===== config.mk =====
export PLATFORM = sky130hd
export DESIGN_NAME = srrip_fully_assoc_replacement_unit
export DESIGN_NICKNAME = d
export VERILOG_FILES = /design/src/design/srrip_pkg.sv /design/src/design/srrip_fully_assoc_replacement_unit.sv
export SDC_FILE = /design/constraint.sdc
export NUM_CORES = 1
export LEC_CHECK = 0
export BUFFER_PORTS_ARGS = -buffer_cell sky130_fd_sc_hd__buf_2
export CAP_MARGIN = 20
export CORE_ASPECT_RATIO = 1.75
export CORE_MARGIN = 3
export CORE_UTILIZATION = 50
export CTS_CLUSTER_DIAMETER = 60
export DETAILED_ROUTE_END_ITERATION = 7
export PLACE_DENSITY = 0.7
export SLEW_MARGIN = 40
export SYNTH_ARGS = -nofsm -noshare
export SYNTH_HDL_FRONTEND = slang
export SYNTH_SLANG_ARGS = --single-unit

===== constraint.sdc =====
create_clock -name clk -period 12.5 [get_ports clk]
set_clock_uncertainty 0.1 [all_clocks]
set_input_delay 0.625 -clock clk [delete_from_list [all_inputs] [get_ports clk]]
set_output_delay 0.625 -clock clk [all_outputs]
set_load 0.01 [all_outputs]

===== src/design/srrip_pkg.sv =====
package srrip_pkg;

	localparam int ENTRIES   = 16;
	localparam int PAGE_BITS = 32;
	localparam int IDX_W     = $clog2(ENTRIES);
	localparam int CNT_W     = $clog2(ENTRIES + 1);
	localparam int CFG_W     = 5;
	localparam int LIM_W     = (CNT_W > CFG_W) ? CNT_W : CFG_W;
	localparam int RRPV_W    = 2;

	typedef logic [PAGE_BITS-1:0] tag_t;
	typedef logic [RRPV_W-1:0]    rrpv_t;
	typedef logic [CNT_W-1:0]     cnt_t;
	typedef logic [IDX_W-1:0]     idx_t;
	typedef logic [CFG_W-1:0]     cfg_t;

	localparam rrpv_t RRPV_DIST = 2'd3;
	localparam rrpv_t RRPV_LONG = 2'd2;
	localparam rrpv_t RRPV_NEAR = 2'd0;

endpackage


===== src/design/srrip_fully_assoc_replacement_unit.sv =====
// channel | signals                                  | direction
// --------+------------------------------------------+----------
// in      | in_valid, in_stall, page                 | item in
// out     | out_valid, out_stall, hit, evicted,      | item out
//         | evicted_page                             |
// cfg     | cfg_valid, cfg_ready, active_entries     | register write
//
// one tag/value read port and one write port, stepped one entry a cycle by a sequencer
// hit at row position p: search up to p, then shift the row down by one
// miss, not full: search the n resident entries, then append; miss, full: search, aging pass, replace
// in_stall is high from acceptance until the result goes into the output register
// the output register holds a result under out_stall; the next item is taken meanwhile
// arst_n clears the resident count, the sequencer and the output valid; active_entries resets to 16
module srrip_fully_assoc_replacement_unit (
	input  logic               clk,
	input  logic               arst_n,
	input  logic               in_valid,
	output logic               in_stall,
	input  srrip_pkg::tag_t    page,
	output logic               out_valid,
	input  logic               out_stall,
	output logic               hit,
	output logic               evicted,
	output srrip_pkg::tag_t    evicted_page,
	input  logic               cfg_valid,
	output logic               cfg_ready,
	input  srrip_pkg::cfg_t    active_entries
);
	import srrip_pkg::*;

	localparam logic [2:0] S_IDLE   = 3'd0;
	localparam logic [2:0] S_SEARCH = 3'd1;
	localparam logic [2:0] S_SHIFT  = 3'd2;
	localparam logic [2:0] S_MISS   = 3'd3;
	localparam logic [2:0] S_LAST   = 3'd4;
	localparam logic [2:0] S_AGE    = 3'd5;
	localparam logic [2:0] S_REPL   = 3'd6;

	tag_t  tag_q  [ENTRIES];
	rrpv_t rrpv_q [ENTRIES];

	logic [2:0] state_q, state_d;
	cnt_t  idx_q, idx_d;
	cnt_t  count_q, count_d;
	cnt_t  pos_q, pos_d;
	logic  found_q, found_d;
	rrpv_t add_q, add_d;
	tag_t  page_q, page_d;
	cfg_t  act_q;

	logic  out_valid_q, hit_q, evicted_q;
	tag_t  evicted_page_q;

	idx_t  rd_idx;
	tag_t  rd_tag;
	rrpv_t rd_rrpv;
	logic  tag_we, rrpv_we;
	tag_t  wr_tag;
	rrpv_t wr_rrpv;
	logic  load_out, res_hit, res_ev;
	tag_t  res_evp;
	logic  out_free;
	logic [LIM_W-1:0] lim;
	logic [RRPV_W:0]  aged_sum;
	rrpv_t aged;

	assign out_free  = !out_valid_q || !out_stall;
	assign in_stall  = (state_q != S_IDLE);
	assign cfg_ready = 1'b1;
	assign out_valid = out_valid_q;
	assign hit       = hit_q;
	assign evicted   = evicted_q;
	assign evicted_page = evicted_page_q;

	// clamp the register into 1 .. ENTRIES
	always_comb begin
		if (act_q == '0) begin
			lim = LIM_W'(1);
		end else if (LIM_W'(act_q) > LIM_W'(ENTRIES)) begin
			lim = LIM_W'(ENTRIES);
		end else begin
			lim = LIM_W'(act_q);
		end
	end

	assign rd_tag  = tag_q[rd_idx];
	assign rd_rrpv = rrpv_q[rd_idx];

	// aging adds with saturation at the distant value
	assign aged_sum = {1'b0, rd_rrpv} + {1'b0, add_q};
	assign aged     = aged_sum[RRPV_W] ? RRPV_DIST : aged_sum[RRPV_W-1:0];

	always_comb begin
		state_d  = state_q;
		idx_d    = idx_q;
		count_d  = count_q;
		pos_d    = pos_q;
		found_d  = found_q;
		add_d    = add_q;
		page_d   = page_q;
		rd_idx   = idx_q[IDX_W-1:0];
		tag_we   = 1'b0;
		rrpv_we  = 1'b0;
		wr_tag   = page_q;
		wr_rrpv  = RRPV_LONG;
		load_out = 1'b0;
		res_hit  = 1'b0;
		res_ev   = 1'b0;
		res_evp  = '0;
		case (state_q)
			S_IDLE: begin
				if (in_valid) begin
					page_d  = page;
					idx_d   = '0;
					found_d = 1'b0;
					state_d = S_SEARCH;
				end
			end
			S_SEARCH: begin
				if (idx_q == count_q) begin
					state_d = S_MISS;
				end else if (rd_tag == page_q) begin
					state_d = S_SHIFT;
				end else begin
					idx_d = CNT_W'(idx_q + 1'b1);
				end
			end
			S_SHIFT: begin
				// move entries down one place, from the hit position toward the head
				if (idx_q == '0) begin
					if (out_free) begin
						tag_we   = 1'b1;
						rrpv_we  = 1'b1;
						wr_rrpv  = RRPV_NEAR;
						load_out = 1'b1;
						res_hit  = 1'b1;
						state_d  = S_IDLE;
					end
				end else begin
					rd_idx  = IDX_W'(idx_q[IDX_W-1:0] - 1'b1);
					tag_we  = 1'b1;
					rrpv_we = 1'b1;
					wr_tag  = rd_tag;
					wr_rrpv = rd_rrpv;
					idx_d   = CNT_W'(idx_q - 1'b1);
				end
			end
			S_MISS: begin
				if (LIM_W'(count_q) < lim) begin
					// append at the end of the row, idx_q equals count_q here
					if (out_free) begin
						tag_we   = 1'b1;
						rrpv_we  = 1'b1;
						count_d  = CNT_W'(count_q + 1'b1);
						load_out = 1'b1;
						state_d  = S_IDLE;
					end
				end else begin
					idx_d   = CNT_W'(count_q - 1'b1);
					state_d = S_LAST;
				end
			end
			S_LAST: begin
				add_d   = RRPV_W'(RRPV_DIST - rd_rrpv);
				idx_d   = '0;
				state_d = S_AGE;
			end
			S_AGE: begin
				rrpv_we = 1'b1;
				wr_rrpv = aged;
				if (!found_q && aged == RRPV_DIST) begin
					found_d = 1'b1;
					pos_d   = idx_q;
				end
				if (idx_q == CNT_W'(count_q - 1'b1)) begin
					if (found_q) begin
						idx_d = pos_q;
					end else if (aged == RRPV_DIST) begin
						idx_d = idx_q;
					end else begin
						idx_d = CNT_W'(count_q - 1'b1);
					end
					state_d = S_REPL;
				end else begin
					idx_d = CNT_W'(idx_q + 1'b1);
				end
			end
			S_REPL: begin
				if (out_free) begin
					res_evp  = rd_tag;
					tag_we   = 1'b1;
					rrpv_we  = 1'b1;
					load_out = 1'b1;
					res_ev   = 1'b1;
					state_d  = S_IDLE;
				end
			end
			default: begin
				state_d = S_IDLE;
			end
		endcase
	end

	always_ff @(posedge clk or negedge arst_n) begin
		if (!arst_n) begin
			state_q     <= S_IDLE;
			count_q     <= '0;
			found_q     <= 1'b0;
			act_q       <= CFG_W'(16);
			out_valid_q <= 1'b0;
		end else begin
			state_q <= state_d;
			count_q <= count_d;
			found_q <= found_d;
			if (cfg_valid && cfg_ready) begin
				act_q <= active_entries;
			end
			if (load_out) begin
				out_valid_q <= 1'b1;
			end else if (!out_stall) begin
				out_valid_q <= 1'b0;
			end
		end
	end

	always_ff @(posedge clk) begin
		idx_q  <= idx_d;
		pos_q  <= pos_d;
		add_q  <= add_d;
		page_q <= page_d;
		if (load_out) begin
			hit_q          <= res_hit;
			evicted_q      <= res_ev;
			evicted_page_q <= res_evp;
		end
		if (tag_we) begin
			tag_q[idx_q[IDX_W-1:0]] <= wr_tag;
		end
		if (rrpv_we) begin
			rrpv_q[idx_q[IDX_W-1:0]] <= wr_rrpv;
		end
	end

`ifndef SYNTHESIS
	a_count_bound: assert property (@(posedge clk) disable iff (!arst_n)
		LIM_W'(count_q) <= LIM_W'(ENTRIES))
		else $error("resident count above entry count");

	a_count_step: assert property (@(posedge clk) disable iff (!arst_n)
		count_q != $past(count_q) |-> count_q == CNT_W'($past(count_q) + 1'b1))
		else $error("resident count changed by other than one");

	a_hit_no_evict: assert property (@(posedge clk) disable iff (!arst_n)
		out_valid_q |-> !(hit_q && evicted_q))
		else $error("result reports both hit and eviction");

	a_evp_zero: assert property (@(posedge clk) disable iff (!arst_n)
		(out_valid_q && !evicted_q) |-> evicted_page_q == '0)
		else $error("evicted page not zero without eviction");

	a_load_busy: assert property (@(posedge clk) disable iff (!arst_n)
		load_out |-> (state_q != S_IDLE && out_free))
		else $error("result loaded while idle or output blocked");
`endif

endmodule

==> summary.md, run 1 <==
| Metric | Value |
|---|---|
| H-tree depth | `2` |
| Top cell type's share of synthesized area | `0.616` |
| Crit Path Max Fanout | `90` |
| Top FF cell, synth | `edfxtp_1` |
| # setup viols final | `0` |
| Register bit total from synthesis | `between 600 and 700` |
| Overall routing resource usage | `0.242` |
| Max Clock Freq | `about 0.16 GHz` |
| CTS tree | `done` |
| Area grow syn2layout | `10.5%` |
| Leak | `11.3 nW` |
| Util after Layout | `0.561` |
| Post-Place Cell Area | `roughly 32000 sq um` |
| Max-cap viol count | `0` |
| Fin Hold WS | `0.0665 ns` |
| N_diodes | `0` |
| Via count | `17592` |
| Clock Sinks | `about 640` |
| Critical Path Most Common Cell | `nand4_1` |
| GRT overflow | `0` |
| IO buf count | `77` |
| Final Slew Violations | `0` |
| Relative slew margins | `0.437` |
| Syn nets | `1776` |
| DP HPWL | `44100 microns` |
| Asr flop ratio synth | `0.0235` |
| CTS Buf Count | `between 50 and 60` |
| Fin area | `33500 sq um` |
| Worst skew pair latency | `0.64 ns` |
| Clock slew at reported path FFs | `0.06 ns` |
| Top layer in use | `met4` |
| Setup bufs post-CTS | `0` |
| Wire length on met2 | `~39000 microns` |
| Post-synthesis cell area | `30300 sq um` |
| Antenna violations before repair | `0` |
| Wirelength per Cell | `28.9 microns` |
| Setup TNS | `0 ns` |
| WL met1 | `27700 microns` |
| Routed wire length | `roughly 76000 microns` |
| Synth area leader | `edfxtp_1` |
| Fraction of layout instances using a drive strength above 1 | `0.304` |
| FP Rows | `around 120` |
| Die W | `192 microns` |
| Post-synth EDFFs | `622` |
| Worst Path Class, Setup | `reg -> reg` |
| Worst slew pin tran | `0.845 ns` |
| Met3 WL | `5740 microns` |
| Initial DRC Count | `1629` |
| Register area share after synthesis | `0.629` |
| Worst setup EP type | `flop` |
| Die Height | `between 300 and 400 microns` |
| Final ANT Viol Nets | `0` |
| Via density | `approximately 6.7` |
| CP Cell Sequence | `buf_12 -> inv_1 -> ha_4 -> or4b_1 -> nand2_8 -> buf_4 -> mux2_2 -> o21ai_0 -> a31oi_1 -> nor4b_1 -> nand4_1 -> nor4_2 -> nand4_1 -> and3_1` |
| Maximum VDD drop | `roughly 0.17 mV` |
| Mean Syn Cell Area | `between 15 and 20 sq um` |
| Mapped Cells | `1721` |
| Ranking of synthesized cells by area | `edfxtp_1, mux4_2, mux2i_1` |
| Maximum clock path buffer count | `3` |
| Warnings, synthesis | `0` |
| Post-cts sizing count | `0` |
| Final hold vios | `0` |
| Yosys cell types | `74` |
| Initial core utilization | `0.508` |
| Hold WC Path Type | `in -> reg` |
| Period minus WS final | `6.25 ns` |
| RSZ-0062 raised after global routing | `false` |
| Tcrit/Tclk final | `0.500` |
| Clk root buf | `clkbuf_16` |
| Data arrival, critical path | `6.52 ns` |
| Largest net degree at the start of global routing | `around 100` |
| Placer Congestion | `0.847` |
| Status | `complete, no violations` |
| Nets | `1857` |
| Global-route wire length before repair | `roughly 110000 microns` |
| Core area | `59600 sq um` |
| Final routed DRC violation total | `0` |
| I/O pin total | `between 70 and 80` |
| Worst reg-to-reg setup slack | `6.25 ns` |
| Drt pass-1 iters | `5` |
| Slowest stage cell on the critical path | `nor4_2` |
| Worst EP required | `12.77 ns` |
| Max incr delay on CP | `0.79 ns` |
| Vias in the first global route | `18346` |
| Cell Pwr Density | `219 nW/um^2` |
| Startpoint types | `flop` |
| Die area | `63700 sq um` |
==> path summary, 6_finish.rpt <==
| check | from | endpoint | depth (start not counted) |
|---|---|---|---|
| worst max-delay path | idx_q[0] | idx_q[1] | 14 |
| worst max register to register | idx_q[0] | idx_q[1] | 14 |
| worst min-delay path | page[22] | page_q[22] | 1 |
| max in group asynchronous | arst_n | act_q[4] | 2 |
| worst min register to register | act_q[0] | act_q[0] | 1 |
| min in group asynchronous | arst_n | act_q[0] | 2 |
==> layout by cell type, fill, tap and decap left out, types with 7 or more instances in the layout <==
master	netlist	final
a211oi_1	7	7
a21oi_1	33	32
a31oi_1	22	22
and3_1	31	24
and3_2	0	7
and4_1	14	14
buf_2	42	77
buf_4	7	52
clkbuf_1	43	17
clkbuf_16	0	59
clkinv_1	0	17
clkinv_2	0	8
dfrtp_1	14	14
edfxtp_1	622	622
ha_1	12	11
inv_1	16	16
mux2_1	8	8
mux2_2	37	37
mux2i_1	70	69
mux4_2	264	264
nand2_1	131	131
nand2b_1	7	7
nand4_1	13	13
nor2_1	65	54
nor2_4	0	9
nor3_1	20	18
nor4_1	9	8
o21ai_0	54	48
o21ai_1	9	9
o21ai_2	1	7
o22a_1	20	20
o22ai_1	12	11
xnor2_1	14	13
xor2_1	13	13
==> area by class of cell <==
type                       count  area (sq um)
fill                        4629         26200
sequential                   637         19100
multi-input combinational    950         10700
clock buffer                  76          1540
tap                          780           976
timing repair buffer         138           926
clock inverter                31           205
inverter                      16          60.1
==> per-stage QoR <==
step	setup WS [ns]	power, W	instances
floorplan	6.84	0.00495	1721
global placement	6.14	0.00562	2517
detailed placement	5.96	0.00571	2518
CTS	5.93	0.00736	2626
global route	6.04	0.00769	2628
finish	6.25	0.00734	2628
==> power by group <==
part           total (W)  internal, W  switching [W]  leakage [nW]
combinational    0.00308      0.00141        0.00167          4.63
sequential       0.00259      0.00251      0.0000793          5.83
clock            0.00167     0.000906       0.000764         0.849
==> cell families after synthesis <==
kind of cell,after synthesis,synth area share
AO/OA/AOI/OAI,197,0.0420
XOR/XNOR,27,0.00780
adder cells (fa/ha/maj),13,0.00562
buffers and inverters,134,0.0237
flip-flops,637,0.629
multiplexers,379,0.236
other,1,0.000124
AND/OR/NAND/NOR,333,0.0560
==> state kept, by name (all words and copies together) (netlist names) <==
register,count
found_q,1
pos_q,5
page_q,32
idx_q,5
evicted_page,32
act_q,5
add_q,2
state_q,3
tag_q,512
hit,1
out_valid,1
count_q,5
evicted,1
rrpv_q,32
==> Yosys cell counts (6+ instances only) <==
master and count:
o22a_1 20, dfrtp_1 14, xor2_1 13, a31oi_1 22
nor3_1 20, nand4_1 13, and4_1 14, buf_6 12
o21ai_0 54, buf_1 10, a211oi_1 7, mux2i_1 70
o21ai_1 9, nand2_1 131, a21o_1 6, buf_4 7
nor4_1 9, buf_2 42, mux2_1 8, nor2_1 65
o22ai_1 12, ha_1 12, mux2_2 37, and3_1 31
and2_1 6, inv_1 16, edfxtp_1 622, clkbuf_1 43
a21oi_1 33, nand2b_1 7, xnor2_1 14, mux4_2 264
==> timing repair <==
| item | in CTS | in global routing |
|---|---|---|
| hold buffers | 1 | 0 |
| endpoints found under the hold margin | 14 | 0 |
| endpoints found under the setup margin | 0 | 0 |
==> routing by layer <==
metal | vias up | GRT usage
met3 | 209 | 0.0385
met4 | 0 | 0.106
met2 | 890 | 0.406
met1 | 9197 | 0.312
met5 | - | 0
li1 | 7296 | -
==> critical path, delay by kind of cell (launching register included) <==
family	cells	cell delay (ns)
AO/OA/AOI/OAI	2	0.29
adder cells (fa/ha/maj)	1	0.20
buffers and inverters	3	1.09
flip-flops	1	0.41
AND/OR/NAND/NOR	7	3.38
multiplexers	1	0.40
No activity file was read; power rests on OpenSTA's default activity.
==> run 2, diff against run 1 <==
clock period = 6.47 ns   (was 12.5 ns; I/O delays follow)
==> run 2 against run 1 <==
  * First-iteration DRC count grew 7.6%
  * Via count is 1.6% higher
  * Routed wire length up 2.6%
  * Cell count is 2.0% higher
  * Register-to-register slack got worse by 5.0 ns
  * Fmax increased by 20%
  * Flip-flop and latch count unchanged
==> summary.md, run 2 (synthesis results as in run 1) <==
| Metric | Value |
|---|---|
| Routed wire length | `77800 microns (was 75800 microns)` |
| Worst skew pair latency | `0.63 ns (was 0.64 ns)` |
| FP Rows | `118 (unchanged)` |
| H-tree depth | `2 (unchanged)` |
| Hold WC Path Type | `in -> async (was in -> reg)` |
| Crit Path Max Fanout | `8 (was 90)` |
| Vias in the first global route | `18300 (was 18346)` |
| Grt met2 use | `0.421 (was 0.406)` |
| CTS Buf Count | `57 (was 59)` |
| Leak | `11.6 nW (was 11.3 nW)` |
| Most common cell after layout, fill and taps aside | `edfxtp_1 (unchanged)` |
| Cell Pwr Density | `430 nW/um^2 (was 219 nW/um^2)` |
| Total Power | `0.0147 W (was 0.00734 W)` |
| Wirelength per Cell | `29.0 microns (was 28.9 microns)` |
| DP HPWL | `46800 microns (was 44100 microns)` |
| Initial core utilization | `0.508 (unchanged)` |
| Initial DRC Count | `1752 (was 1629)` |
| Worst EP required | `6.69 ns (was 12.77 ns)` |
| Core area | `59600 sq um (unchanged)` |
| Worst Path Class, Setup | `reg -> reg (unchanged)` |
| Fin Hold WS | `0.0396 ns (was 0.0665 ns)` |
| Drt pass-1 iters | `6 (was 5)` |
| Via count | `17866 (was 17592)` |
| Startpoint types | `flop (unchanged)` |
| # setup viols final | `0 (unchanged)` |
| Setup TNS | `0 ns (unchanged)` |
| Maximum clock path buffer count | `3 (unchanged)` |
| IO buf count | `77 (unchanged)` |
| Relative slew margins | `0.442 (was 0.437)` |
| Tcrit/Tclk final | `0.805 (was 0.500)` |
| Die Height | `332 microns (unchanged)` |
| Maximum VDD drop | `0.469 mV (was 0.169 mV)` |
| Status | `complete, no violations (unchanged)` |
| Final routed DRC violation total | `0 (unchanged)` |
| Setup bufs post-CTS | `0 (unchanged)` |
| N_diodes | `0 (unchanged)` |
| Fraction of layout instances using a drive strength above 1 | `0.314 (was 0.304)` |
| Most frequent cells in the layout | `edfxtp_1, mux4_2, nand2_1, buf_2, mux2i_1 (unchanged)` |
| Data arrival, critical path | `5.43 ns (was 6.52 ns)` |
| Most Crowded Layer GR | `met2 (unchanged)` |
| CTS tree | `done (unchanged)` |
| RSZ-0062 raised after global routing | `false (unchanged)` |
| Overall routing resource usage | `0.246 (was 0.242)` |
| Final Slew Violations | `0 (unchanged)` |
| Clock Sinks | `637 (unchanged)` |
| Register Area | `19100 sq um (unchanged)` |
| Max Clock Freq | `0.192 GHz (was 0.160 GHz)` |
| Worst setup EP type | `flop (unchanged)` |
| Met1 usage | `0.315 (was 0.312)` |
| Period minus WS final | `5.21 ns (was 6.25 ns)` |
| Final hold vios | `0 (unchanged)` |
| Max FFs per register | `512 (unchanged)` |
| Die W | `192 microns (unchanged)` |
| GRT overflow | `0 (unchanged)` |
| I/O pin total | `79 (unchanged)` |
| Global-route wire length before repair | `116000 microns (was 114000 microns)` |
| Final ANT Viol Nets | `0 (unchanged)` |
| Multi-input gate area | `10700 sq um (about the same)` |
| Grt met3 use | `0.0352 (was 0.0385)` |
| Die area | `63700 sq um (unchanged)` |
| Antenna violations before repair | `0 (unchanged)` |
| Max-cap viol count | `0 (unchanged)` |
| Util after Layout | `0.574 (was 0.561)` |
| Via density | `6.66 (was 6.69)` |
| Worst slew pin tran | `0.836 ns (was 0.845 ns)` |
| Placer Congestion | `0.852 (was 0.847)` |
| Largest net degree at the start of global routing | `109 (was 99)` |
| Fin area | `34200 sq um (was 33500 sq um)` |
| Post-Place Cell Area | `31700 sq um (was 31600 sq um)` |
| Nets | `1912 (was 1857)` |
| Clock slew at reported path FFs | `0.07 ns (was 0.06 ns)` |
| Fill cell count | `4460 (was 4629)` |
| Clk root buf | `clkbuf_16 (unchanged)` |
| Area grow syn2layout | `12.9% (was 10.5%)` |
==> run 2: cell types whose count changed in the layout (fill, tap and decap cells not counted), moves of 5 or more <==
cell and delta:
dlygate4sd3_1 +44, inv_6 +7, clkinv_1 -15, o21ai_2 +5, buf_4 +16, clkbuf_1 -9, bufinv_16 +6, o21ai_0 -5
==> run 2: area by class of cell <==
class	count	share of cell area
well taps	780	0.0285
clock inverters	36	0.0134
inverters	16	0.00176
flip-flops and latches	637	0.557
clock buffers	67	0.0440
repair buffers	195	0.0425
multi-input cells	950	0.313
==> run 2: path summary, 6_finish.rpt <==
check                            from          to  slack (ns)  cells after the start
max                          idx_q[0]    idx_q[2]        1.26                     17
min                            arst_n    act_q[1]        0.04                      2
max reg2reg                  idx_q[0]    idx_q[2]        1.26                     17
min reg2reg                count_q[4]  count_q[4]        0.50                      1
max in group asynchronous      arst_n    act_q[4]        5.94                      2
min in group clk            out_stall   out_valid        0.10                      3
==> run 2: what timing repair did <==
action	4_1_cts	5_1_grt
hold buffers	45	0
gates resized for setup	0	0
endpoints found under the hold margin	53	0
==> run 2: per-stage QoR <==
stage	instances	setup slack, ns
after detailed placement	2532	1.27
after floorplan	1721	0.809
after CTS	2680	1.24
final	2681	1.26
after global placement	2532	1.15
after global routing	2681	0.992
==> run 2: power breakdown <==
group	leakage (nW)	internal, W	switching, W	total (W)
logic	4.87	0.00281	0.00329	0.00609
registers	5.83	0.00485	0.000179	0.00503
clock network	0.948	0.00201	0.00158	0.00359
total	11.6	0.00966	0.00505	0.0147
==> run 2: critical path: stages, from the launching register on <==
cell	delay (ns)
edfxtp_1	0.47
inv_1	0.22
ha_4	0.20
or4b_1	0.60
nand2_8	0.16
nand2_1	0.07
o21ai_2	0.28
mux4_2	0.58
nor2b_1	0.14
a211oi_1	0.27
a21oi_1	0.12
ha_1	0.24
fa_1	0.48
a21oi_1	0.18
nor3_1	0.06
buf_4	0.18
a211oi_1	0.23
and3_1	0.31
==> run 2: routing by layer <==
layer | share of wire | vias to the layer above
met5 | 0 | -
li1 | - | 7406
met3 | 0.072 | 205
met4 | 0.045 | 0
met1 | 0.36 | 9379
met2 | 0.52 | 876
